===== config.mk =====
export PLATFORM = sky130hd
export DESIGN_NAME = bfh_oq
export DESIGN_NICKNAME = d
export VERILOG_FILES = /design/src/hdl/bfh_pkg.sv /design/src/hdl/bfh_oq.sv
export SDC_FILE = /design/constraint.sdc
export NUM_CORES = 1
export LEC_CHECK = 0
export ABC_AREA = 1
export ABC_CLOCK_PERIOD_IN_PS = 3800
export BUFFER_PORTS_ARGS = -buffer_cell sky130_fd_sc_hd__buf_2
export CAP_MARGIN = 25
export CORE_MARGIN = 5
export CORE_UTILIZATION = 49
export CTS_CLUSTER_DIAMETER = 120
export DETAILED_ROUTE_END_ITERATION = 16
export PLACE_DENSITY_LB_ADDON = 0.15
export SETUP_SLACK_MARGIN = 0.02
export SLEW_MARGIN = 15
export SYNTH_ARGS = -nofsm -noshare
export SYNTH_HDL_FRONTEND = slang
export SYNTH_SLANG_ARGS = --single-unit

===== constraint.sdc =====
create_clock -name clk_i -period 3.8 [get_ports clk_i]
set_clock_uncertainty 0.1 [all_clocks]
set_input_delay 0.38 -clock clk_i [delete_from_list [all_inputs] [get_ports clk_i]]
set_output_delay 0.38 -clock clk_i [all_outputs]
set_load 0.05 [all_outputs]

===== src/hdl/bfh_pkg.sv =====
// Shared constants and types for the byte frequency histogram.
`timescale 1ns / 1ps
package bfh_pkg;

  localparam int NUM_BINS      = 256;
  localparam int BIN_W         = 8;
  localparam int TEXT_FIRST    = 33;   // one past space
  localparam int TEXT_LAST     = 90;   // 'Z'
  localparam int TEXT_LEN      = TEXT_LAST - TEXT_FIRST + 1;
  localparam int REPORT_W      = 32;
  localparam int COUNT_W_DEF   = 32;
  localparam int PADDR_W       = 3;
  localparam int PDATA_W       = 32;
  localparam int OQ_DEPTH      = 3;

  localparam logic CMD_COUNT = 1'b0;
  localparam logic CMD_READ  = 1'b1;

  localparam logic [PADDR_W-3:0] REG_TEXT_MODE = '0;

  localparam logic [BIN_W-1:0] LOWER_A = 8'h61;
  localparam logic [BIN_W-1:0] LOWER_Z = 8'h7a;
  localparam logic [BIN_W-1:0] CASE_OFFSET = 8'h20;

  typedef struct packed {
    logic                vld;
    logic [BIN_W-1:0]    bin;
    logic [REPORT_W-1:0] count;
    logic                last_bin;
  } res_t;

endpackage


===== src/hdl/bfh_oq.sv =====
// Small output queue decoupling the result side from the update stage.
`timescale 1ns / 1ps
module bfh_oq (
  input  logic                         clk_i,
  input  logic                         rst_ni,
  input  bfh_pkg::res_t                res_i,
  input  logic                         s1_read_i,
  output logic                         in_ready_o,
  output logic                         out_valid_o,
  input  logic                         out_ready_i,
  output logic [bfh_pkg::BIN_W-1:0]    bin_o,
  output logic [bfh_pkg::REPORT_W-1:0] count_o,
  output logic                         last_bin_o
);

  localparam int PTR_W = $clog2(bfh_pkg::OQ_DEPTH);
  localparam int CNT_W = $clog2(bfh_pkg::OQ_DEPTH + 1);

  bfh_pkg::res_t    buf_q [bfh_pkg::OQ_DEPTH];
  logic [PTR_W-1:0] wr_ptr_q, wr_ptr_d;
  logic [PTR_W-1:0] rd_ptr_q, rd_ptr_d;
  logic [CNT_W-1:0] cnt_q, cnt_d;
  logic             push, pop;
  logic [CNT_W:0]   pending;

  always_comb begin
    push     = res_i.vld;
    pop      = out_valid_o && out_ready_i;
    wr_ptr_d = wr_ptr_q;
    rd_ptr_d = rd_ptr_q;
    if (push) begin
      wr_ptr_d = (wr_ptr_q == PTR_W'(bfh_pkg::OQ_DEPTH - 1)) ? '0 : wr_ptr_q + 1'b1;
    end
    if (pop) begin
      rd_ptr_d = (rd_ptr_q == PTR_W'(bfh_pkg::OQ_DEPTH - 1)) ? '0 : rd_ptr_q + 1'b1;
    end
    cnt_d = cnt_q + CNT_W'(push) - CNT_W'(pop);
    // reserve room for the result still in flight
    pending    = {1'b0, cnt_q} + (CNT_W + 1)'(s1_read_i);
    in_ready_o = pending < (CNT_W + 1)'(bfh_pkg::OQ_DEPTH);
  end

  always_ff @(posedge clk_i) begin
    if (push) begin
      buf_q[wr_ptr_q] <= res_i;
    end
  end

  always_ff @(posedge clk_i or negedge rst_ni) begin
    if (!rst_ni) begin
      wr_ptr_q <= '0;
      rd_ptr_q <= '0;
      cnt_q    <= '0;
    end else begin
      wr_ptr_q <= wr_ptr_d;
      rd_ptr_q <= rd_ptr_d;
      cnt_q    <= cnt_d;
    end
  end

  assign out_valid_o = (cnt_q != '0);
  assign bin_o       = buf_q[rd_ptr_q].bin;
  assign count_o     = buf_q[rd_ptr_q].count;
  assign last_bin_o  = buf_q[rd_ptr_q].last_bin;

endmodule

Yosys cells after proc, flatten, opt, wreduce, memory -nomap -nowiden
Memories as Yosys holds them, arrays and structs flattened.
Index checks and enable logic that the tools add are counted.

storage, ports and cells
  RAM bits = 126
  bits of input ports = 46
  output and inout bits = 43
  register bits after elaboration = 6
  logic and storage cells = 18
  memories kept = 1

memories
  name   words  width  rd ports  clocked after memory_dff  wr ports  RTL line      text
  buf_q  3      42     1         0                         1         bfh_oq.sv:19  bfh_pkg::res_t buf_q [bfh_pkg::OQ_DEPTH];

operators by class
  $lt $le $gt $ge = 1
  reductions and logical operators = 2
  equality and inequality tests = 2
  mux-type cells = 4
  add/subtract/negate cells = 5

operator list
  cell                                                                  number
  2-bit by 1-bit adder with 2-bit output, second input constant         2
  2-bit == test, second input constant                                  2
  2-bit two-way mux                                                     2
  2-bit by 1-bit adder with 3-bit output                                1
  3-bit by 2-bit < comparator with 1-bit output, second input constant  1
  2-bit by 1-bit adder with 2-bit output                                1
  1-bit two-way mux                                                     2
  2-bit nonzero test                                                    1
  2-bit by 1-bit subtractor with 2-bit output                           1
  1-bit logical AND                                                     1

Longest topological paths before layout
Gate-level depths: netlist of run 1.

  word-level depth = 3
  depth in mapped cells = 10
  mapped depth without buffers = 10

Least setup slack after synthesis of run 1
No wires, ideal clock.

  path type = register to register
  start point = reg wr_ptr_q[0]
  end point = mem buf_q[2][0] (netlist name), enable pin
  cell stages (with the launch flop) = 2
  library setup time = 0.490 ns
  slack = -0.018 ns
  period minus slack after synthesis = 3.818 ns
  data required time = 3.210 ns
  path buffers = 0
  data arrival time = 3.228 ns
  cells stage by stage = dfrtp_1 -> nor3_1

RTL lines
  element                   RTL line      text
  start: declaration        bfh_oq.sv:20  logic [PTR_W-1:0] wr_ptr_q, wr_ptr_d;
  start signal: assignment  bfh_oq.sv:55  wr_ptr_q <= wr_ptr_d;
  end: declaration          bfh_oq.sv:19

Straight into the memory's write port.

Final worst setup path of run 1
  start point = reg rd_ptr_q[0]
  end point = out count_o[19] (netlist name)

between the ends
  longest elaborated chain between the ends = 1

RTL lines
  element                   RTL line      text
  start: declaration        bfh_oq.sv:21  logic [PTR_W-1:0] rd_ptr_q, rd_ptr_d;
  start signal: assignment  bfh_oq.sv:56  rd_ptr_q <= rd_ptr_d;
  memory 3 x 42 bit         --
  end: declaration          bfh_oq.sv:12  output logic [bfh_pkg::REPORT_W-1:0] count_o,

Every way passes these cells.

==> flow_summary.json, run 1 <==
{
  "ys.flop_type": "edfxtp_1",
  "postSynth.asyncResetShare_pct": 4.65,
  "syn_inst": 350,
  "post_cts_buffers": 0,
  "grt_max_degree": 45,
  "syn_area_um2": 4900,
  "cp-start-kind": "flip-flop",
  "numCtsBuffers": 17,
  "grt-ovfl-total": 0,
  "final_nets": 534,
  "status": "complete, no violations",
  "drv_slew": 0,
  "cp_max_fo": 44,
  "yosysMostFrequentCell": "edfxtp_1",
  "htreeDepth": 4,
  "ant_nets": 0,
  "clockBufferDepth": 2,
  "ys_seq_area_share_pct": 78.4,
  "synth_compound_area_share_pct": 0.306,
  "hp-class": "in2reg",
  "yosys-top-cells-area": "edfxtp_1 (75%), nand3_1 (8.9%), nand2_1 (7.1%), dfrtp_1 (3.1%), buf_6 (1.4%)",
  "post-route-min-period_ns": 2.98,
  "seqCellArea_um2": 3850,
  "synthTopCellsByCount": "edfxtp_1 (123), nand2_1 (93), nand3_1 (87)",
  "max_slew_margin_pct": 34.7,
  "grt_antenna_before_repair": 0,
  "maxClockFrequency_ghz": 0.336,
  "syn_nets": 400,
  "max_stage_delay_ns": 0.76,
  "grt_use_total_pct": 18.1,
  "synthSimpleGateAreaFrac_pct": 16.6,
  "synth_top_area_cell": "edfxtp_1",
  "synth_top_area_share_pct": 75.4,
  "fillers": 739,
  "core_area_um2": 9770,
  "peakVddDrop_mv": 0.569,
  "place_congestion": 0.697,
  "area_growth_pct": 31.5,
  "cp-end-kind": "primary output",
  "holdCritStartpoint": "out_ready_i",
  "path_cells": "nor2_8 > nand2_1 > nand3_1 > buf_2",
  "reg2reg_depth": 2,
  "die_w_um": 110,
  "holdPathEnd": "rd_ptr_q[0]",
  "synth-xor-area-share_pct": 0,
  "fin_crit_sh_pct": 78.4,
  "cts_tree": "yes",
  "power_mw": 6.13,
  "critPathTopFamily": "simple AND/OR/NAND/NOR gates",
  "numPortBuffers": 88,
  "rsz0062_at_grt": "no",
  "dieArea_um2": 12100,
  "ys_seq_elements": 129,
  "worst_hold_path.num_cells": 3,
  "setup_tns_ns": 0,
  "cts.sinks": 129,
  "initial_core_util_pct": 50.1,
  "path_clk_slew_ns": 0.06,
  "synth_fa_ha_area_share_pct": 1.02,
  "synth_mux_area_share_pct": 0,
  "drt_iter0_markers": 172,
  "drive_gt1_share_pct": 25.6,
  "maxCapViolations": 0,
  "crit_arrival_ns": 2.50,
  "synth_edf_count": 123,
  "worst_pin_slew_ns": 0.978,
  "cp_num_buf_inv": 1,
  "power_density_nw_per_um2": 951,
  "worst_r2r_startpoint": "wr_ptr_q[0]",
  "yosysUniqueCellTypes": 14,
  "avgSynthCellArea_um2": 14.0,
  "drt-total-wl_um": 10300,
  "dp_hpwl_um": 5680,
  "drc": 0,
  "num_antenna_cells": 0,
  "crit_type": "reg2out",
  "grt_pass1_vias": 3282,
  "clock_latency_ns": 0.50,
  "synth_top_family_by_area": "simple AND/OR/NAND/NOR gates",
  "yosysWarnings": 0,
  "setup_viol": 0,
  "multiInputGateArea_um2": 890,
  "wl_per_cell_um": 16.3,
  "r2r_slack_ns": 1.93,
  "grt_first_pass_wirelength_um": 16200,
  "hold_viol": 0,
  "p_leak_nw": 2.55,
  "ios": 89,
  "drt-vias-per-instance": 5.02,
  "cts_resized": 0,
  "worstReg2RegEnd": "buf_q[2][36]",
  "drt-pass1-iter-count": 5,
  "rows": 36,
  "slowest_stage": "dfrtp_2",
  "die_h_um": 110,
  "num_vias": 3164,
  "cts_root_buf": "clkbuf_8",
  "cts_hold_buffers": 42,
  "required_ns": 3.32
}
==> worst register-to-register path, delay by kind of cell (launching register included) <==
kind / cells / cell delay [ns]
AND/OR/NAND/NOR: 1 / 0.67
flip-flops: 1 / 0.41
buffers and inverters: 1 / 0.38
==> per-stage QoR <==
stage | cells | util (%) | hold WS [ns] | setup WS (ns) | instance area (µm²)
2_1_floorplan | 350 | - | -0.0156 | 1.22 | 4910
3_3_place_gp | 556 | 55.4 | 0.110 | 1.35 | 5420
3_5_place_dp | 556 | 55.4 | 0.113 | 1.32 | 5420
4_1_cts | 630 | 65.9 | 0.0291 | 0.775 | 6440
5_1_grt | 630 | 65.9 | 0.0451 | 0.648 | 6440
6_report | 630 | 65.9 | 0.0460 | 0.822 | 6440
==> registers in the layout (all words and copies together), names as in the netlist <==
| register | cells |
|---|---|
| rd_ptr_q | 2 |
| wr_ptr_q | 2 |
| buf_q | 123 |
| cnt_q | 2 |
==> layout make-up <==
| type | count | area share [%] |
|---|---|---|
| Sequential cell | 129 | 59.7 |
| Multi-Input combinational cell | 190 | 13.8 |
| Timing Repair Buffer | 133 | 13.7 |
| Clock buffer | 18 | 6.49 |
| Clock inverter | 14 | 2.91 |
| Tap cell | 133 | 2.58 |
| Inverter | 13 | 0.796 |
==> cells in the final DEF, fill, tap and decap left out, drive strengths merged, types with 4 or more instances in the layout <==
cell type	n
buf	91
bufinv	4
clkbuf	18
clkinv	6
dfrtp	6
dlygate4sd3	42
edfxtp	123
ha	4
inv	15
nand2	93
nand3	87
==> routing by layer <==
layer	vias up	global-route usage, %	routed length [µm]
met3	8	4.31	504
met2	100	30.2	5270
met4	0	6.41	86
met5	-	0	0
li1	1533	-	-
met1	1523	23.4	4400
==> cell families after synthesis <==
family | Yosys count
buffers and inverters | 31
and+or+nand+nor | 183
adders and majority gates | 4
DFF | 129
AOI/OAI and AO/OA | 3
==> where the power goes <==
group          leakage [nW]  switching, mW  internal, mW
logic                  1.05           1.93         0.517
clock network         0.291          0.585          1.06
registers              1.21          0.196          1.84
total                  2.55           2.71          3.42
==> how the worst max path moves through the flow <==
stage | start | endpoint | slack, ns | cells past startpoint
after CTS | rd_ptr_q[0] | count_o[19] | 0.78 | 4
after detailed placement | rd_ptr_q[0] | count_o[19] | 1.32 | 4
after floorplan | wr_ptr_q[0] | buf_q[2][0] | 1.22 | 1
after global placement | rd_ptr_q[0] | count_o[19] | 1.35 | 4
final | rd_ptr_q[0] | count_o[19] | 0.82 | 4
after global routing | rd_ptr_q[0] | count_o[19] | 0.65 | 4
No activity file was read; power rests on OpenSTA's default activity.
==> run 2: changes to the inputs <==
- ABC_AREA: 1 -> 0
- ABC_CLOCK_PERIOD_IN_PS: 3800 -> 2800
- clock period: 3.8 -> 2.8 ns (I/O delays scaled with it)
==> run 2 against run 1 <==
  * Combinational power up 7%
  * Wire length down 13%
  * Clock power up 26%
  * Die area up 0.14%
  * Sequential share of layout area down 0.65 points
  * Core utilization up 0.73 points
  * Via count down 11%
  * Cell area up 1.1%
  * Non-clock buffer count up 10
  * Cell count down 7.5%
==> flow_summary.json, run 2 <==
{
  "cp_num_buf_inv": 2,
  "top_register": "buf_q",
  "setup_viol": 0,
  "ios": 89,
  "postSynth.asyncResetShare_pct": 4.65,
  "reg2reg_depth": 7,
  "num_vias": 2820,
  "yosys-top-cells-area": "edfxtp_1 (75%), mux2i_1 (8.6%), o21ai_1 (4.0%), nand2_1 (3.2%), dfrtp_1 (3.1%)",
  "hold_viol": 0,
  "status": "complete, no violations",
  "cts_resized": 0,
  "max_stage_delay_ns": 0.75,
  "cp-end-kind": "primary output",
  "peakVddDrop_mv": 0.720,
  "fillers": 712,
  "slowest_stage": "dfrtp_2",
  "startpoint": "rd_ptr_q[0]",
  "ys_seq_elements": 129,
  "path_clk_slew_ns": 0.06,
  "syn_inst": 289,
  "grt_first_pass_wirelength_um": 14200,
  "drive_gt1_share_pct": 30.2,
  "synth_top_area_cell": "edfxtp_1",
  "ant_nets": 0,
  "grt_max_degree": 40,
  "core_area_um2": 9770,
  "htreeDepth": 4,
  "ys_seq_area_share_pct": 78.3,
  "die_h_um": 110,
  "seqCellArea_um2": 3850,
  "layout_commonest_cell": "edfxtp_1",
  "synth_edf_count": 123,
  "grt-ovfl-total": 0,
  "yosysMostFrequentCell": "edfxtp_1",
  "power_density_nw_per_um2": 1130,
  "area_growth_pct": 32.7,
  "crit_arrival_ns": 2.19,
  "yosysUniqueCellTypes": 23,
  "p_leak_nw": 2.51,
  "grt_use_total_pct": 16.1,
  "cts.sinks": 129,
  "cts_tree": "yes",
  "cp-start-kind": "flip-flop",
  "worst_pin_slew_ns": 0.683,
  "worstReg2RegEnd": "cnt_q[1]",
  "setup_tns_ns": 0,
  "path_cells": "buf_4 > mux2i_1 > o21ai_1 > buf_2",
  "avgSynthCellArea_um2": 17.0,
  "worst_r2r_startpoint": "cnt_q[1]",
  "r2r_slack_ns": 1.02,
  "max_slew_margin_pct": 54.5,
  "syn_nets": 339,
  "fin_crit_sh_pct": 91.8,
  "endpoint": "bin_o[0]",
  "syn_area_um2": 4910,
  "drt_iter0_markers": 116,
  "hp-class": "in2async",
  "dp_hpwl_um": 5380,
  "ys.flop_type": "edfxtp_1",
  "rows": 36,
  "drc": 0,
  "numCtsBuffers": 17,
  "clock_latency_ns": 0.50,
  "grt_antenna_before_repair": 0,
  "drt-vias-per-instance": 4.84,
  "clockBufferDepth": 2,
  "largest_reg_flops": 123,
  "dieArea_um2": 12100,
  "cts_root_buf": "clkbuf_8",
  "die_w_um": 110,
  "post-route-min-period_ns": 2.57,
  "maxClockFrequency_ghz": 0.389,
  "drv_slew": 0,
  "worstSetupPathDepth": 4,
  "maxCapViolations": 0,
  "drt-total-wl_um": 8970,
  "place_congestion": 0.697,
  "synth_top_area_share_pct": 75.2,
  "multiInputGateArea_um2": 958,
  "wl_per_cell_um": 15.4,
  "fin_util_pct": 66.6,
  "cp_max_fo": 21,
  "synthTopCellsByCount": "edfxtp_1 (123), mux2i_1 (42), nand2_1 (42)",
  "crit_type": "reg2out",
  "rsz0062_at_grt": "no",
  "initial_core_util_pct": 50.2,
  "yosysWarnings": 0,
  "layout_common_cells": "edfxtp_1 (123), buf_2 (88), dlygate4sd3_1 (43)",
  "critPathTopFamily": "flip-flops",
  "required_ns": 2.42,
  "final_nets": 487,
  "numPortBuffers": 88,
  "drt-pass1-iter-count": 4,
  "grt_pass1_vias": 2918,
  "num_antenna_cells": 0
}
==> run 2: timing repair <==
action,CTS,global route
endpoints found under the hold margin,131,0
setup buffers,0,0
hold buffers,43,0
==> run 2: power by group <==
part / internal (mW) / switching, mW / total (mW)
logic: 0.731 / 1.90 / 2.63
registers: 2.43 / 0.224 / 2.65
clock network: 1.34 / 0.735 / 2.08
total: 4.50 / 2.86 / 7.36
==> run 2: worst min-delay path by stage <==
stage	start	end	slack (ns)	depth (start not counted)
floorplan	rst_ni	cnt_q[0]	-0.12	0
global placement	rst_ni	cnt_q[0]	0.02	1
detailed placement	rst_ni	wr_ptr_q[0]	0.02	1
CTS	rst_ni	wr_ptr_q[0]	0.008	2
global route	rst_ni	cnt_q[0]	0.04	2
finish	rst_ni	wr_ptr_q[0]	0.03	2
==> run 2: per-stage QoR <==
step	hold slack (ns)	instance area [µm²]	setup slack, ns	cells	power, mW
finish	0.0283	6510	0.230	583	7.36
global route	0.0357	6510	0.0379	583	7.72
CTS	0.00788	6510	0.175	583	7.44
detailed placement	0.0153	5520	0.745	508	5.30
global placement	0.0161	5520	0.760	508	5.27
floorplan	-0.116	4920	0.0617	289	4.78
==> run 2: area by class of cell <==
type                    instances  area share (%)
flip-flops and latches        129            59.0
multi-input cells             142            14.7
inverters                       4           0.231
clock buffers                  20            6.53
clock inverters                12            2.17
well taps                     133            2.55
repair buffers                143            14.8
==> run 2: cell families (layout without fill, tap and decap cells) <==
family	after synthesis	in the layout	synth area share [%]
XOR/XNOR	2	2	0.357
AO/OA/AOI/OAI	44	44	4.54
flip-flops	129	129	78.3
adder cells (fa/ha/maj)	4	4	1.02
AND/OR/NAND/NOR	48	48	3.98
multiplexers	44	44	9.02
buffers and inverters	18	179	2.78
==> run 2: per-layer routing <==
metal | share of wire [%] | GRT usage [%]
met4 | 0.91 | 6.14
met5 | 0 | 0
met2 | 50 | 26.7
met3 | 5.4 | 5.01
met1 | 43 | 19.7
