**config.mk**
```make
export PLATFORM = sky130hd
export DESIGN_NAME = bfh_idx
export DESIGN_NICKNAME = d
export VERILOG_FILES = /design/src/hdl/bfh_pkg.sv /design/src/hdl/bfh_idx.sv
export SDC_FILE = /design/constraint.sdc
export NUM_CORES = 1
export LEC_CHECK = 0
export ABC_AREA = 1
export ABC_CLOCK_PERIOD_IN_PS = 4600
export BUFFER_PORTS_ARGS = -buffer_cell sky130_fd_sc_hd__buf_4
export CAP_MARGIN = 20
export CORE_MARGIN = 4
export CORE_UTILIZATION = 59
export CTS_BUF_LIST = sky130_fd_sc_hd__clkbuf_16
export DETAILED_ROUTE_END_ITERATION = 12
export GPL_ROUTABILITY_DRIVEN = 0
export PLACE_DENSITY = 0.82
export SETUP_SLACK_MARGIN = 0.4
export SLEW_MARGIN = 20
export SYNTH_ARGS = -nofsm -noshare
export SYNTH_HDL_FRONTEND = slang
export SYNTH_SLANG_ARGS = --single-unit
```
**constraint.sdc**
```tcl
create_clock -name clk_i -period 4.6 [get_ports clk_i]
set_input_delay 0.23 -clock clk_i [delete_from_list [all_inputs] [get_ports clk_i]]
set_output_delay 0.23 -clock clk_i [all_outputs]
set_load 0.01 [all_outputs]
```
**src/hdl/bfh_pkg.sv**
```systemverilog
// Shared constants and types for the byte frequency histogram.
`timescale 1ns / 1ps
package bfh_pkg;

  localparam int NUM_BINS      = 256;
  localparam int BIN_W         = 8;
  localparam int TEXT_FIRST    = 33;   // one past space
  localparam int TEXT_LAST     = 90;   // 'Z'
  localparam int TEXT_LEN      = TEXT_LAST - TEXT_FIRST + 1;
  localparam int REPORT_W      = 32;
  localparam int COUNT_W_DEF   = 32;
  localparam int PADDR_W       = 3;
  localparam int PDATA_W       = 32;
  localparam int OQ_DEPTH      = 3;

  localparam logic CMD_COUNT = 1'b0;
  localparam logic CMD_READ  = 1'b1;

  localparam logic [PADDR_W-3:0] REG_TEXT_MODE = '0;

  localparam logic [BIN_W-1:0] LOWER_A = 8'h61;
  localparam logic [BIN_W-1:0] LOWER_Z = 8'h7a;
  localparam logic [BIN_W-1:0] CASE_OFFSET = 8'h20;

  typedef struct packed {
    logic                vld;
    logic [BIN_W-1:0]    bin;
    logic [REPORT_W-1:0] count;
    logic                last_bin;
  } res_t;

endpackage

```
**src/hdl/bfh_idx.sv**
```systemverilog
// Bin select: case folding for count words, report pointer for read words.
`timescale 1ns / 1ps
module bfh_idx (
  input  logic                    clk_i,
  input  logic                    rst_ni,
  input  logic                    text_mode_i,
  input  logic                    accept_i,
  input  logic                    cmd_i,
  input  logic [bfh_pkg::BIN_W-1:0] data_byte_i,
  output logic [bfh_pkg::BIN_W-1:0] addr_o,
  output logic                    last_o
);

  logic [bfh_pkg::BIN_W-1:0] rd_off_q, rd_off_d;
  logic [bfh_pkg::BIN_W-1:0] off;
  logic [bfh_pkg::BIN_W-1:0] base;
  logic [bfh_pkg::BIN_W-1:0] last_off;
  logic [bfh_pkg::BIN_W-1:0] fold_byte;
  logic                      is_lower;

  always_comb begin
    is_lower  = (data_byte_i >= bfh_pkg::LOWER_A) && (data_byte_i <= bfh_pkg::LOWER_Z);
    fold_byte = (text_mode_i && is_lower) ? data_byte_i - bfh_pkg::CASE_OFFSET
                                          : data_byte_i;
    base     = text_mode_i ? bfh_pkg::BIN_W'(bfh_pkg::TEXT_FIRST) : '0;
    last_off = text_mode_i ? bfh_pkg::BIN_W'(bfh_pkg::TEXT_LEN - 1)
                           : bfh_pkg::BIN_W'(bfh_pkg::NUM_BINS - 1);
    // an out-of-range offset after a mode switch restarts the range
    off      = (rd_off_q > last_off) ? '0 : rd_off_q;
    last_o   = (off == last_off);
    addr_o   = (cmd_i == bfh_pkg::CMD_READ) ? base + off : fold_byte;
    rd_off_d = rd_off_q;
    if (accept_i && (cmd_i == bfh_pkg::CMD_READ)) begin
      rd_off_d = last_o ? '0 : off + 1'b1;
    end
  end

  always_ff @(posedge clk_i or negedge rst_ni) begin
    if (!rst_ni) begin
      rd_off_q <= '0;
    end else begin
      rd_off_q <= rd_off_d;
    end
  end

endmodule

```
* Word level (Yosys, flattened, before mapping) *
Index checks and enable logic that the tools add are counted.
W data, S select, Z words.

word-level totals
  register bits = 8
  output and inout bits = 9
  logic and storage cells = 17

cells by class
  add/sub/neg operators = 3
  order comparisons = 3
  equality and inequality tests = 1
  multiplexer cells = 6
  reductions and logical operators = 3

operators with widths
  cell                   number
  $mux W8                5
  $add A6 B8 Y8          1
  $add A8 B1 Y8 const B  1
  $eq A8 B8 Y1           1
  $ge A8 B7 Y1 const B   1
  $gt A8 B8 Y1           1
  $le A8 B7 Y1 const B   1
  $sub A8 B6 Y8 const B  1
  $mux W6                1
  $logic_and A1 B1 Y1    3

* Longest topological paths before layout *
Gate-level depths: netlist (run 1).

  depth after elaboration = 5
  gate-level depth with buffers = 18

* Least setup slack after synthesis (run 1) *
OpenSTA, ideal clock, no wires.

  path kind = register to output
  from = register rd_off_q[2] (netlist name)
  to = output port addr_o[4] (netlist name)
  data arrival time = 2.183 ns
  slack = 2.187 ns
  stages on the path, launching flop included = 16
  buffers on the path = 1
  cell sequence = dfrtp_1 > ha_1 > nand3_1 > nand2_1 > nand2_1 > nand2_1 > nand2_4 > buf_12 > nand2_2 > inv_1 > ha_1 > ha_1 > inv_1 > nor2_2 > xor2_1 > o21ai_1

between the ends
  longest elaborated chain between the ends = 4

RTL lines
  what                    line           text
  from (decl)             bfh_idx.sv:14  logic [bfh_pkg::BIN_W-1:0] rd_off_q, rd_off_d;
  from (signal assigned)  bfh_idx.sv:42  rd_off_q <= rd_off_d;
  $gt A8 B8 Y1            bfh_idx.sv:29  off = (rd_off_q > last_off) ? '0 : rd_off_q;
  $mux W8 *               bfh_idx.sv:29
  $add A6 B8 Y8 *         bfh_idx.sv:31  addr_o = (cmd_i == bfh_pkg::CMD_READ) ? base + off : fold_byte;
  $mux W8 *               bfh_idx.sv:31
  to (decl)               bfh_idx.sv:10  output logic [bfh_pkg::BIN_W-1:0] addr_o,

Mark *: on every way between the ends. The rest lies on a longest branch, timed or not.

* Worst setup path in the final report (run 1) *
  from = register rd_off_q[2] (netlist name)
  to = output port addr_o[6] (netlist name)

The elaborated chain is that of the path after synthesis.

==> impl_summary.md, run 1 <==
Synthesis
The average instance area after synthesis is 6.49 um2. The netlist area before placement is 0.00108 mm2. The number of nets in the synthesized netlist is 189. In the synthesized netlist the dominant register cell turns out to be sky130_fd_sc_hd__dfrtp_1. The share of the Yosys chip area taken by registers is 0.185. The number of synthesized flops with an enable pin is 0. For this run, the number of Yosys warnings is 0.

For this run, asynchronously set or reset flops after synthesis account for 1.00. The distinct cell type count after synthesis is 26. The flop and latch count out of synthesis is 8. The gate count after technology mapping is 167.

Worst setup path
STA puts the critical path data required time at 4.37 ns. The endpoint kind of the worst setup timing path is a primary output. The standard cell with the maximum stage delay on the critical path is sky130_fd_sc_hd__dfrtp_1. The number of buffer and inverter instances along the worst setup path is 3. The arrival time reported for the critical path endpoint is 2.78 ns. The kind of start point of the critical path is a register.

Of all nets on the critical path, the largest fanout is 16. The signal on the critical path passes through ha_1, nand2_1, nor2_2, nand2_2, nand2_4, nand2_2, inv_1, ha_1, ha_1, inv_1, nor2_2, nand2_1, nand2_1, nand2_1, nand3_1, nand2_1, buf_4. The critical path in this run is classified as reg -> out. The cell that appears most often on the critical path is sky130_fd_sc_hd__nand2_1. Grouping stages by cell kind, the critical path spends the most delay in simple AND/OR/NAND/NOR gates. For this run, the slowest stage of the critical path takes 0.48 ns.

Pwr
The cell internal power dissipation is 287 uW. The part of the power in combinational logic is 0.426. Of the total power, registers draw 0.276. The clock network fraction of total power is 0.298.

The power per standard cell area is 365 mW/mm2. The overall power consumption is 483 uW. In this run the power spent charging and discharging nets is 196 uW. The analysis attributes to cell leakage a power of 0.000714 uW. Of the total power, the share spent switching nets is 0.405.

The maximum vdd ir drop is 0.327 mV.

STA
The measured slew at the worst slew-check pin is 0.333 ns. Of the available clock period, the critical path in the final layout requires 0.653. In this run the tightest slew margin relative to its limit is 0.778. Subtracting the final worst setup slack from the clock period gives 3.01 ns.

Setup repair after global routing left no endpoint under its margin. The maximum clock skew at final layout is 0.00150 ns. The max-slew violation count is 0. Across all hold checks on the routed design, the worst slack comes to 0.358 ns.

The total count of hold-check failures in the final report is 0. The number of setup violations in the final report is 0. The final worst setup slack is 1.59 ns. The top achievable clock speed is 333 MHz. Adding up every negative setup slack in the final design gives 0 ns.

Global route
Global routing finished with a remaining overflow of 0. For this run, the total global-route usage over all layers was measured as 0.259. The wire length of the first global-routing pass is 5090 um. Entering global routing, the biggest net connects 17 pins.

The number of global-route vias before repair is 1148. The number of antenna violations at the first check in global routing is 0.

Drt
The total wire length after detailed routing is 2830 um. The first detailed-routing pass took 4 iterations. The violation count after the first detailed-routing iteration is 31.

In the final routed layout, each cell accounts on average for 13.2 um. The via count is 1171. The residual DRC count is 0. The per-cell via count in the routed design is 5.47. The remaining number of nets flagged by the antenna check after routing is 0.

Clock network
In this run the number of H-tree levels came out at 1. The post-cts sizing count is 0. The tree is rooted in a sky130_fd_sc_hd__clkbuf_16.

The largest buffer count on any clock path is 2. The clock network latency to the later pin of the worst-skew pair is 0.23 ns. The number of buffers created by CTS is 3. The number of clock sinks is 8. The register clock-pin slew on the reported worst setup and hold paths is 0.04 ns. Once the clock tree was built, the setup fixing pass inserted 0 buffers. TritonCTS built the clock tree.

Worst hold path
The min-delay analysis places its worst path in the category in -> async.

Die
The area of the core is 0.00173 mm2. The die footprint is 0.00259 mm2. The floorplan has 15 rows. The starting utilization of the core area is 0.628.

Pin placement for this block handled 22 I/O pins. The overall die height is 50.9 um. The horizontal die dimension is 50.9 um.

Finish
The antenna cell count is 0. After the last flow step, the layout net total stands at 213. The register with the most flip-flops in the layout has 8 of them. In the final layout, the share of cells above drive strength 1 is 0.201. The largest registers in the layout are rd_off_q: 8 flops. The top register by number of flip-flops is rd_off_q. The synthesis-to-layout area growth is 22.1%. The finished layout holds 214 standard cells, fillers aside.

Outcome
The flow ran to the end, and the final reports show no timing, DRC or antenna violations.

Placement
Buffers placed on the I/O ports in this run total 21. Including well taps, the total number of placed cells is 210. The final HPWL from detailed placement is 2160 um. Before CTS, the worst setup slack after placement is 1.90 ns.

Job
Across the run, the number of max-cap violations was 0.
power groups by stage:
| stage | clock, uW | sequential (uW) | combinational, uW |
|---|---|---|---|
| global route | 150 | 138 | 232 |
| CTS | 145 | 132 | 207 |
| finish | 144 | 133 | 206 |
| global placement | 0 | 131 | 192 |
| floorplan | 0 | 116 | 155 |
| detailed placement | 0 | 133 | 198 |
layout make-up:
type / count / area, um2
Inverter: 23 / 86.3
Multi-Input combinational cell: 133 / 762
Fill cell: 139 / 404
Timing Repair Buffer: 22 / 168
Sequential cell: 8 / 200
Clock buffer: 3 / 75.1
Tap cell: 25 / 31.3
cells in the final DEF (no fill, tap or decap):
cell type | netlist | final
sky130_fd_sc_hd__nand3_4 | 1 | 1
sky130_fd_sc_hd__dfrtp_1 | 8 | 8
sky130_fd_sc_hd__o21ai_1 | 1 | 1
sky130_fd_sc_hd__dlygate4sd3_1 | 0 | 1
sky130_fd_sc_hd__nor2_2 | 3 | 3
sky130_fd_sc_hd__nand2_2 | 3 | 3
sky130_fd_sc_hd__nor2_1 | 11 | 11
sky130_fd_sc_hd__nand2_1 | 53 | 53
sky130_fd_sc_hd__a21oi_1 | 1 | 1
sky130_fd_sc_hd__nor3_4 | 1 | 1
sky130_fd_sc_hd__nor4_1 | 1 | 1
sky130_fd_sc_hd__nand3_2 | 1 | 1
sky130_fd_sc_hd__nand4_4 | 1 | 1
sky130_fd_sc_hd__nand4_1 | 1 | 1
sky130_fd_sc_hd__nand4_2 | 1 | 1
sky130_fd_sc_hd__nor2_4 | 2 | 2
sky130_fd_sc_hd__o21bai_1 | 2 | 2
sky130_fd_sc_hd__ha_1 | 9 | 9
sky130_fd_sc_hd__clkbuf_16 | 0 | 3
sky130_fd_sc_hd__buf_4 | 0 | 21
sky130_fd_sc_hd__inv_1 | 23 | 23
sky130_fd_sc_hd__nand3_1 | 24 | 24
sky130_fd_sc_hd__xnor2_1 | 1 | 1
sky130_fd_sc_hd__nand2_4 | 1 | 1
sky130_fd_sc_hd__o21ai_0 | 10 | 10
sky130_fd_sc_hd__xor2_1 | 5 | 5
through the flow:
| step | utilization | area [um2] |
|---|---|---|
| after global routing | 0.766 | 1320 |
| after floorplan | - | 1080 |
| final | 0.766 | 1320 |
| after CTS | 0.766 | 1320 |
| after global placement | 0.717 | 1240 |
| after detailed placement | 0.717 | 1240 |
kinds of logic (layout without fill, tap and decap cells):
family                     after synthesis  after routing  share of synthesized area
AOI/OAI and AO/OA                       14             14                     0.0693
xor gates and xnor gates                 6              6                     0.0485
adders and majority gates                9              9                      0.104
buffers and inverters                   26             48                      0.112
DFF                                      8              8                      0.185
and+or+nand+nor                        104            104                      0.482
repair_timing:
item / CTS / global route
endpoints found under the setup margin: 0 / 0
hold endpoints to repair: 8 / 0
hold buffers: 1 / 0
metal layers:
metal	routed length, um	GRT usage	share of wire	vias up
met2	1420	0.415	0.50	47
li1	-	-	-	584
met1	1160	0.336	0.41	532
met5	0	0	0	-
met3	184	0.0321	0.065	8
met4	66	0.143	0.023	0
synth_stat cells (2+ instances only):
| cell type | n | share of area |
|---|---|---|
| sky130_fd_sc_hd__nor2_4 | 2 | 0.021 |
| sky130_fd_sc_hd__nand2_2 | 3 | 0.017 |
| sky130_fd_sc_hd__o21bai_1 | 2 | 0.014 |
| sky130_fd_sc_hd__nor2_2 | 3 | 0.017 |
| sky130_fd_sc_hd__nand2_1 | 53 | 0.18 |
| sky130_fd_sc_hd__xor2_1 | 5 | 0.040 |
| sky130_fd_sc_hd__o21ai_0 | 10 | 0.046 |
| sky130_fd_sc_hd__dfrtp_1 | 8 | 0.18 |
| sky130_fd_sc_hd__nand3_1 | 24 | 0.11 |
| sky130_fd_sc_hd__ha_1 | 9 | 0.10 |
| sky130_fd_sc_hd__nor2_1 | 11 | 0.038 |
| sky130_fd_sc_hd__inv_1 | 23 | 0.080 |
path summary, 6_finish.rpt:
kind / startpoint / to / slack (ns) / depth (start not counted)
min in group clk_i: accept_i / rd_off_q[2]$_DFFE_PN0P_ / 0.48 / 4
worst max register to register: rd_off_q[2]$_DFFE_PN0P_ / rd_off_q[6]$_DFFE_PN0P_ / 1.97 / 13
worst min register to register: rd_off_q[7]$_DFFE_PN0P_ / rd_off_q[7]$_DFFE_PN0P_ / 0.57 / 2
worst min-delay path: rst_ni / rd_off_q[4]$_DFFE_PN0P_ / 0.36 / 2
worst max-delay path: rd_off_q[2]$_DFFE_PN0P_ / addr_o[6] / 1.59 / 17
max in group asynchronous: rst_ni / rd_off_q[7]$_DFFE_PN0P_ / 4.12 / 2
Note: power is estimated with default switching activity, not from simulation.
==> run 2: changes to the inputs <==
Settings changed: ABC_AREA 1 to 0, ABC_CLOCK_PERIOD_IN_PS 4600 to 3100, CORE_UTILIZATION 59 to 54, PLACE_DENSITY 0.82 to 0.76.
Clock period 4.6 ns to 3.1 ns, I/O delays scaled along.
==> run 2 against run 1 <==
Against the previous run: setup slack lost 1.3 ns; cell area is 11% higher; clock skew about the same; worst hold slack got worse by 0.084 ns; utilization is 6.7 points higher; wire length rose by 22%; sequential cell count unchanged; clock power grew 51%; largest cell class unchanged; largest power group unchanged; highest routed layer unchanged.
==> impl_summary.md, run 2 <==
Pwr
In this run the power spent charging and discharging nets is 314 uW. The clock network fraction of total power is 0.262. The part of the power in combinational logic is 0.537. In this run the static leakage power is 0.000661 uW. The switching part of the total power is 0.377. Of the total power, registers draw 0.201.

IR analysis of the VDD net gives a maximum drop of 0.462 mV. The internal power of the cells totals 519 uW. In this run the power density over the cells is 567 mW/mm2.

Synthesis
The count of yosys warnings during synthesis is 0. The gate count after technology mapping is 126. The number of synthesized flops with an enable pin is 0.

In this run the cell area of the synthesized design comes to 0.00103 mm2. Averaged over all synthesized cells, the footprint is 8.17 um2. The sequential fraction of the synthesis area is 0.194. The distinct cell type count after synthesis is 41.

The share of flip-flops with an asynchronous set or reset after synthesis is 1.00. The most common cell in the netlist is sky130_fd_sc_hd__nand2_1. Of the post-synthesis cell area, the dominant cell type holds 0.194. For this run, the leading register cell type out of synthesis is sky130_fd_sc_hd__dfrtp_1. In the synthesized netlist, the cells that appear most often are 17 x sky130_fd_sc_hd__nand2_1, 11 x sky130_fd_sc_hd__a21oi_1, 9 x sky130_fd_sc_hd__ha_1, 9 x sky130_fd_sc_hd__nand3_1, 9 x sky130_fd_sc_hd__nor2_1. The flop and latch count out of synthesis is 8. The synthesized netlist net count is 148.

After synthesis, the cell types taking the most area are sky130_fd_sc_hd__dfrtp_1 19%, sky130_fd_sc_hd__ha_1 11%, sky130_fd_sc_hd__nand2_1 6.2%. sky130_fd_sc_hd__dfrtp_1 takes more of the synthesized area than any other cell.

Finish
The library cell used most frequently in the layout, excluding fill and tap cells, is sky130_fd_sc_hd__buf_4. Compared with the post-synthesis result, the final layout area differs by 42.8%. The layout net count is 185. The fraction of final layout cells sized beyond drive strength 1 is 0.429. The filler cell count in the final layout is 118. Summing all flip-flop and latch instances after layout gives 201 um2. In the final layout, the registers with the most flip-flops are rd_off_q: 8 flops. Leaving out fill and tap cells, the most frequent cells in the layout are 38 x sky130_fd_sc_hd__buf_4, 16 x sky130_fd_sc_hd__nand2_1, 11 x sky130_fd_sc_hd__a21oi_1.

The antenna cell count is 0. Summing all non-filler instances in the final layout gives an area of 0.00147 mm2. The multi-input combinational cells in the finished layout cover a total of 852 um2.

More flip-flops sit in one register than any other, and that register is rd_off_q. The count of placed standard cells in the final layout, fillers left out is 186. The register with the most flip-flops in the layout has 8 of them.

Global route
The number of antenna violations at the first check in global routing came to 0. For this run, the total global-route usage over all layers was measured as 0.223. The number of global-route vias before repair was 1021.

The pin count of the biggest net entering global routing is 17. The residual overflow from global routing is 0. The first global-routing pass estimated 4510 um of wire.

Worst setup path
The worst register-to-register path ends at rd_off_q[6]$_DFFE_PN0P_. The critical path data required time is 2.94 ns. Data on the critical path arrives at its endpoint at 2.68 ns.

Walking the worst path, the cells encountered are ha_4, nand2_4, o31a_4, nor2_4, nor2b_1, ha_1, nand3_2, nor2_2, o21ai_1, xor2_1, o22ai_1, buf_4. The critical path is of the reg -> out type. The cell depth of the worst flop-to-flop path is 11. The standard cell with the maximum stage delay on the critical path is sky130_fd_sc_hd__dfrtp_1. The largest fanout on the critical path is 5. On the worst path, the slowest cell contributes a delay of 0.40 ns. The endpoint kind of the worst setup timing path is a primary output. STA classifies the critical path startpoint as a register. The source of the critical timing path is rd_off_q[7]$_DFFE_PN0P_. The worst register-to-register path has a setup slack of 0.47 ns. The startpoint of the worst register-to-register path is rd_off_q[1]$_DFFE_PN0P_.

STA
The routed design could run at a clock period as short as 2.84 ns. The worst pin sits at a relative slew slack of 0.647. For the final database, setup skew stands at 0.00132 ns. Setup violations remaining at the end of the flow were counted as 0. The measured slew at the worst slew-check pin is 0.524 ns.

Summed over all failing endpoints, the final setup total negative slack is 0 ns. Dividing the final minimum period by the clock period gives 0.915. Setup repair after global routing could not meet its margin everywhere. The total count of hold-check failures in the final report is 0. The max-slew violation count is 0. Timing would allow up to 353 MHz. The minimum hold slack is 0.274 ns.

After layout, the worst setup slack is 0.264 ns.

Clock network
The clock net in this run drives a total of 8 sinks. The clock passes through at most 2 buffers. The clock reaches the later pin of the worst-skew pair after 0.23 ns.

The number of buffers created by CTS is 3. The cell chosen for the clock root is sky130_fd_sc_hd__clkbuf_16. The register clock-pin slew on the reported worst setup and hold paths is 0.04 ns. The clock tree from TritonCTS is done. CTS built an H-tree with a depth of 1.

Job
The tool flagged a number of max-cap violations equal to 0.

Placement
After legalization and detailed placement, the total HPWL measured 1930 um. The placed instances occupy a cell area of 0.00119 mm2. The worst setup slack before clock tree synthesis is 0.369 ns. The count of input and output buffers is 21. The number of placed instances with taps included is 171.

Drt
After detailed routing, the number of vias per cell comes to 6.38. The detailed-router iteration count before antenna repair is 6. The total wire length after detailed routing is 3450 um. The residual DRC count is 0. After the first detailed-routing iteration, the DRC count stood at 74.

Detailed routing inserted a total of 1187 vias. The count of nets left with antenna violations once routing finished came out at 0. After detailed routing, the average wire length per cell comes to 18.6 um.

Worst hold path
The classification of the worst-slack hold path is in -> async.

Die
The floorplan has 15 rows. The region available for standard cell placement spans 0.00176 mm2. The number of ports placed on the die boundary is 22. The die is 51.7 um wide. The overall die height is 51.7 um. For this configuration, the core starts out at a cell density of 0.584.

The die footprint is 0.00267 mm2.

Outcome
The run finished with clean final reports.
[run 2: cell types whose count changed after synthesis, moves of 3 or more]
cell	before	now
sky130_fd_sc_hd__nand2_1	53	17
sky130_fd_sc_hd__nor2_2	3	0
sky130_fd_sc_hd__xor2_1	5	2
sky130_fd_sc_hd__inv_1	23	4
sky130_fd_sc_hd__a21o_1	0	6
sky130_fd_sc_hd__o21ai_0	10	4
sky130_fd_sc_hd__clkbuf_8	0	3
sky130_fd_sc_hd__or3_1	0	3
sky130_fd_sc_hd__nand2_2	3	0
sky130_fd_sc_hd__nand3_1	24	9
sky130_fd_sc_hd__a21oi_1	1	11
sky130_fd_sc_hd__o22ai_1	0	4
sky130_fd_sc_hd__nor2b_1	0	3
[run 2: layout make-up]
class / instances / share of cell area
repair buffers: 39 / 0.201
well taps: 25 / 0.0213
clock buffers: 3 / 0.0511
flip-flops and latches: 8 / 0.137
inverters: 4 / 0.0102
multi-input cells: 107 / 0.580
[run 2: metrics by stage]
| step | utilization | power (uW) |
|---|---|---|
| 3_5_place_dp | 0.675 | 476 |
| 2_1_floorplan | - | 385 |
| 6_report | 0.833 | 833 |
| 3_3_place_gp | 0.675 | 466 |
| 4_1_cts | 0.757 | 726 |
| 5_1_grt | 0.833 | 873 |
[run 2: power by group through the flow]
stage	sequential, uW	combinational, uW	clock [uW]
2_1_floorplan	153	232	0
3_3_place_gp	157	309	0
3_5_place_dp	160	316	0
4_1_cts	160	347	219
5_1_grt	170	478	224
6_report	167	448	218
[run 2: critical path: cells and delay by family, from the launching register on]
| family | cells | cell delay [ns] |
|---|---|---|
| flip-flops | 1 | 0.40 |
| XOR/XNOR | 1 | 0.14 |
| AND/OR/NAND/NOR | 5 | 0.50 |
| AO/OA/AOI/OAI | 3 | 0.62 |
| buffers and inverters | 1 | 0.15 |
| adder cells (fa/ha/maj) | 2 | 0.63 |
[run 2: timing repair]
item                                    4_1_cts  5_1_grt
gates resized for setup                       7       14
endpoints found under the hold margin         8        0
endpoints found under the setup margin        7        7
hold buffers                                  1        0
pin swaps                                     7        6
cloned                                        0        0
setup buffers                                 5        6
[run 2: worst max-delay path by stage]
stage,cells past startpoint,slack [ns],endpoint
after detailed placement,12,0.37,addr_o[7]
after CTS,12,0.35,addr_o[7]
after global placement,12,0.43,addr_o[7]
final,12,0.26,addr_o[7]
after floorplan,11,0.48,addr_o[7]
after global routing,12,0.07,addr_o[4]
[run 2: kinds of logic (layout without fill, tap and decap cells)]
group / after synthesis / count (layout) / share of synthesized area
and+or+nand+nor: 55 / 55 / 0.292
buffers and inverters: 11 / 46 / 0.0850
DFF: 8 / 8 / 0.194
muxes: 2 / 2 / 0.0219
AOI/OAI and AO/OA: 36 / 36 / 0.255
adders and majority gates: 9 / 9 / 0.109
xor gates and xnor gates: 5 / 5 / 0.0425
[run 2: layer usage]
metal | share of wire | routed length, um | track usage | up-vias
li1 | - | - | - | 530
met3 | 0.077 | 267 | 0.0344 | 18
met1 | 0.38 | 1310 | 0.273 | 561
met4 | 0.042 | 144 | 0.0568 | 0
met5 | 0 | 0 | 0 | -
met2 | 0.50 | 1730 | 0.403 | 78
==> run 3: changes to the inputs <==
Settings changed: CELL_PAD_IN_SITES_DETAIL_PLACEMENT set to 0, CELL_PAD_IN_SITES_GLOBAL_PLACEMENT set to 2, CORE_ASPECT_RATIO set to 2, CORE_UTILIZATION 54 to 31, PLACE_DENSITY 0.76 to 0.75.
==> run 3 against run 2 <==
Against the previous run: combinational power decreased by 14%; critical path type unchanged; cell count stayed put; cell area decreased by 4.7%; sequential power is 5% lower; critical endpoint unchanged.
==> impl_summary.md, run 3 (synthesis results as in run 2) <==
Outcome
The run finished with clean final reports.

Finish
After the last flow step, the layout net total stands at 179. In the layout the commonest cells are 32 x sky130_fd_sc_hd__buf_4, 17 x sky130_fd_sc_hd__nand2_1, 10 x sky130_fd_sc_hd__a21oi_1. For this run, the share of the core covered by cells in the final layout is 0.439. The antenna cell count is 0.

The register with the most flip-flops in the layout has 8 of them. Across the whole layout, storage elements account for 201 um2. The commonest non-fill, non-tap cell in the layout is sky130_fd_sc_hd__buf_4. Of the cells placed in the final design, the portion with a size suffix greater than 1 is 0.406.

The top register by number of flip-flops is rd_off_q. In the final layout, the multi-input gates occupy 821 um2. Counting the fill cells in the layout gives 341. From synthesis to final layout, the design area changed by 36.1%. The largest registers in the layout are rd_off_q: 8 flops.

STA
Setup repair after global routing could not meet its margin everywhere. For the pin with the worst max-slew slack, the measured transition is 0.536 ns. The headroom to the max-slew limit is 0.639. Across all hold checks on the routed design, the worst slack comes to 0.278 ns.

The top achievable clock speed is 365 MHz. The number of setup violations in the final report is 0. Clock skew on the completed layout was measured at 0.00211 ns. The final setup TNS is 0 ns. The max-slew violation count is 0. The share of the cycle needed by the critical path after routing is 0.883. The routed design could run at a clock period as short as 2.74 ns.

The total count of hold-check failures in the final report is 0.

Global route
The residual overflow from global routing is 0. The combined global-route utilization of all metal layers is 0.135. Entering global routing, the biggest net connects 17 pins. The number of antenna violations at the first check in global routing was 0. The number of global-route vias before repair is 1007.

The wire length of the first global-routing pass is 4460 um.

Worst setup path
The startpoint-to-endpoint class of the critical path is reg -> out. At the worst endpoint, the arrival time is 2.58 ns. The largest fanout on the critical path is 4. The critical path data required time is 2.94 ns. The endpoint kind of the worst setup timing path is a primary output. The kind of start point of the critical path is a register.

Pwr
Overall power consumption after layout is estimated at 762 uW. Dividing total power by cell area gives a power density of 544 mW/mm2. The analysis attributes to cell leakage a power of 0.000629 uW.

The maximum vdd ir drop is 0.396 mV.

Drt
In the routed design, unresolved DRC markers number 0. The detail route stage leaves a number of antenna-violating nets equal to 0. The mean routed wirelength per cell is 15.6 um. Summing over every cut layer, the via total after detailed routing is 1037. The violation count after the first detailed-routing iteration is 9. The first TritonRoute pass finished after 2 iterations. The per-cell via count in the routed design is 5.58. Wires add up to 2900 um.

Die
In this run the vertical extent of the chip is 89.5 um. During I/O placement, the number of pins put on the boundary was 22. The die footprint is 0.00436 mm2. The count of standard-cell rows is 29. Measured along the x axis, the die boundary spans 48.8 um. The starting utilization of the core area is 0.322. The area of the core is 0.00319 mm2.

Clock network
TritonCTS built the clock tree. CTS placed an instance of sky130_fd_sc_hd__clkbuf_16 at the clock tree root. The number of clock sinks is 8. The clock network latency to the later pin of the worst-skew pair is 0.23 ns.

Counting the buffers created by CTS gives 3. The register clock-pin slew on the reported worst setup and hold paths is 0.04 ns. The largest buffer count on any clock path is 2. The maximum level of the CTS H-tree is 1.

Placement
Port buffering added 21 buffers. The final HPWL from detailed placement is 2260 um.

Worst hold path
The classification of the worst-slack hold path is in -> async.

Job
The total of max-cap violations is 0.
## run 3: per-stage QoR
stage / worst slack, ns / std cells / area [um2]
5_1_grt: 0.270 / 186 / 1400
4_1_cts: 0.351 / 186 / 1360
6_report: 0.361 / 186 / 1400
3_3_place_gp: 0.349 / 178 / 1210
3_5_place_dp: 0.342 / 178 / 1210
2_1_floorplan: 0.482 / 126 / 1030
## run 3: worst max-delay path: stages, from the launching register on
cell and delay (ns):
sky130_fd_sc_hd__dfrtp_2 0.43, sky130_fd_sc_hd__ha_4 0.28, sky130_fd_sc_hd__a21oi_2 0.05, sky130_fd_sc_hd__o31a_4 0.36, sky130_fd_sc_hd__nor2_4 0.14, sky130_fd_sc_hd__nor2b_1 0.07, sky130_fd_sc_hd__ha_1 0.30, sky130_fd_sc_hd__nand3_2 0.09
sky130_fd_sc_hd__nor2_2 0.14, sky130_fd_sc_hd__o21ai_2 0.06, sky130_fd_sc_hd__xor2_1 0.14, sky130_fd_sc_hd__o22ai_1 0.15, sky130_fd_sc_hd__buf_4 0.14
## run 3: power breakdown
part           switching, uW  total (uW)  leakage [uW]  internal (uW)
Clock                   52.1         219     0.0000370            166
Combinational            199         385      0.000499            186
Sequential              27.0         158     0.0000932            131
## run 3: final timing paths
check,slack (ns),cells past startpoint,to,startpoint
worst max register to register,0.54,11,rd_off_q[6]$_DFFE_PN0P_,rd_off_q[2]$_DFFE_PN0P_
max in group asynchronous,2.68,2,rd_off_q[2]$_DFFE_PN0P_,rst_ni
worst max-delay path,0.36,12,addr_o[7],rd_off_q[2]$_DFFE_PN0P_
min in group clk_i,0.41,4,rd_off_q[0]$_DFFE_PN0P_,accept_i
worst min-delay path,0.28,2,rd_off_q[5]$_DFFE_PN0P_,rst_ni
worst min register to register,0.57,1,rd_off_q[5]$_DFFE_PN0P_,rd_off_q[5]$_DFFE_PN0P_
## run 3: repair_timing
item | CTS | global route
hold endpoints to repair | 8 | 0
gates resized for setup | 9 | 10
setup buffers | 4 | 0
pin swaps | 8 | 6
setup endpoints to repair | 7 | 5
hold buffers | 1 | 0
## run 3: area by class of cell
type                            count  area share
Sequential cell                     8       0.144
Inverter                            4      0.0107
Clock buffer                        3      0.0536
Tap cell                           31      0.0277
Timing Repair Buffer               33       0.179
Multi-Input combinational cell    107       0.586
## run 3: metal layers
metal  global-route usage  vias to the layer above  wire [um]
met5                    0                        -          0
met4               0.0931                        0         89
met3               0.0184                        6         57
met2                0.265                       15       1700
met1                0.123                      498       1050
li1                     -                      518          -
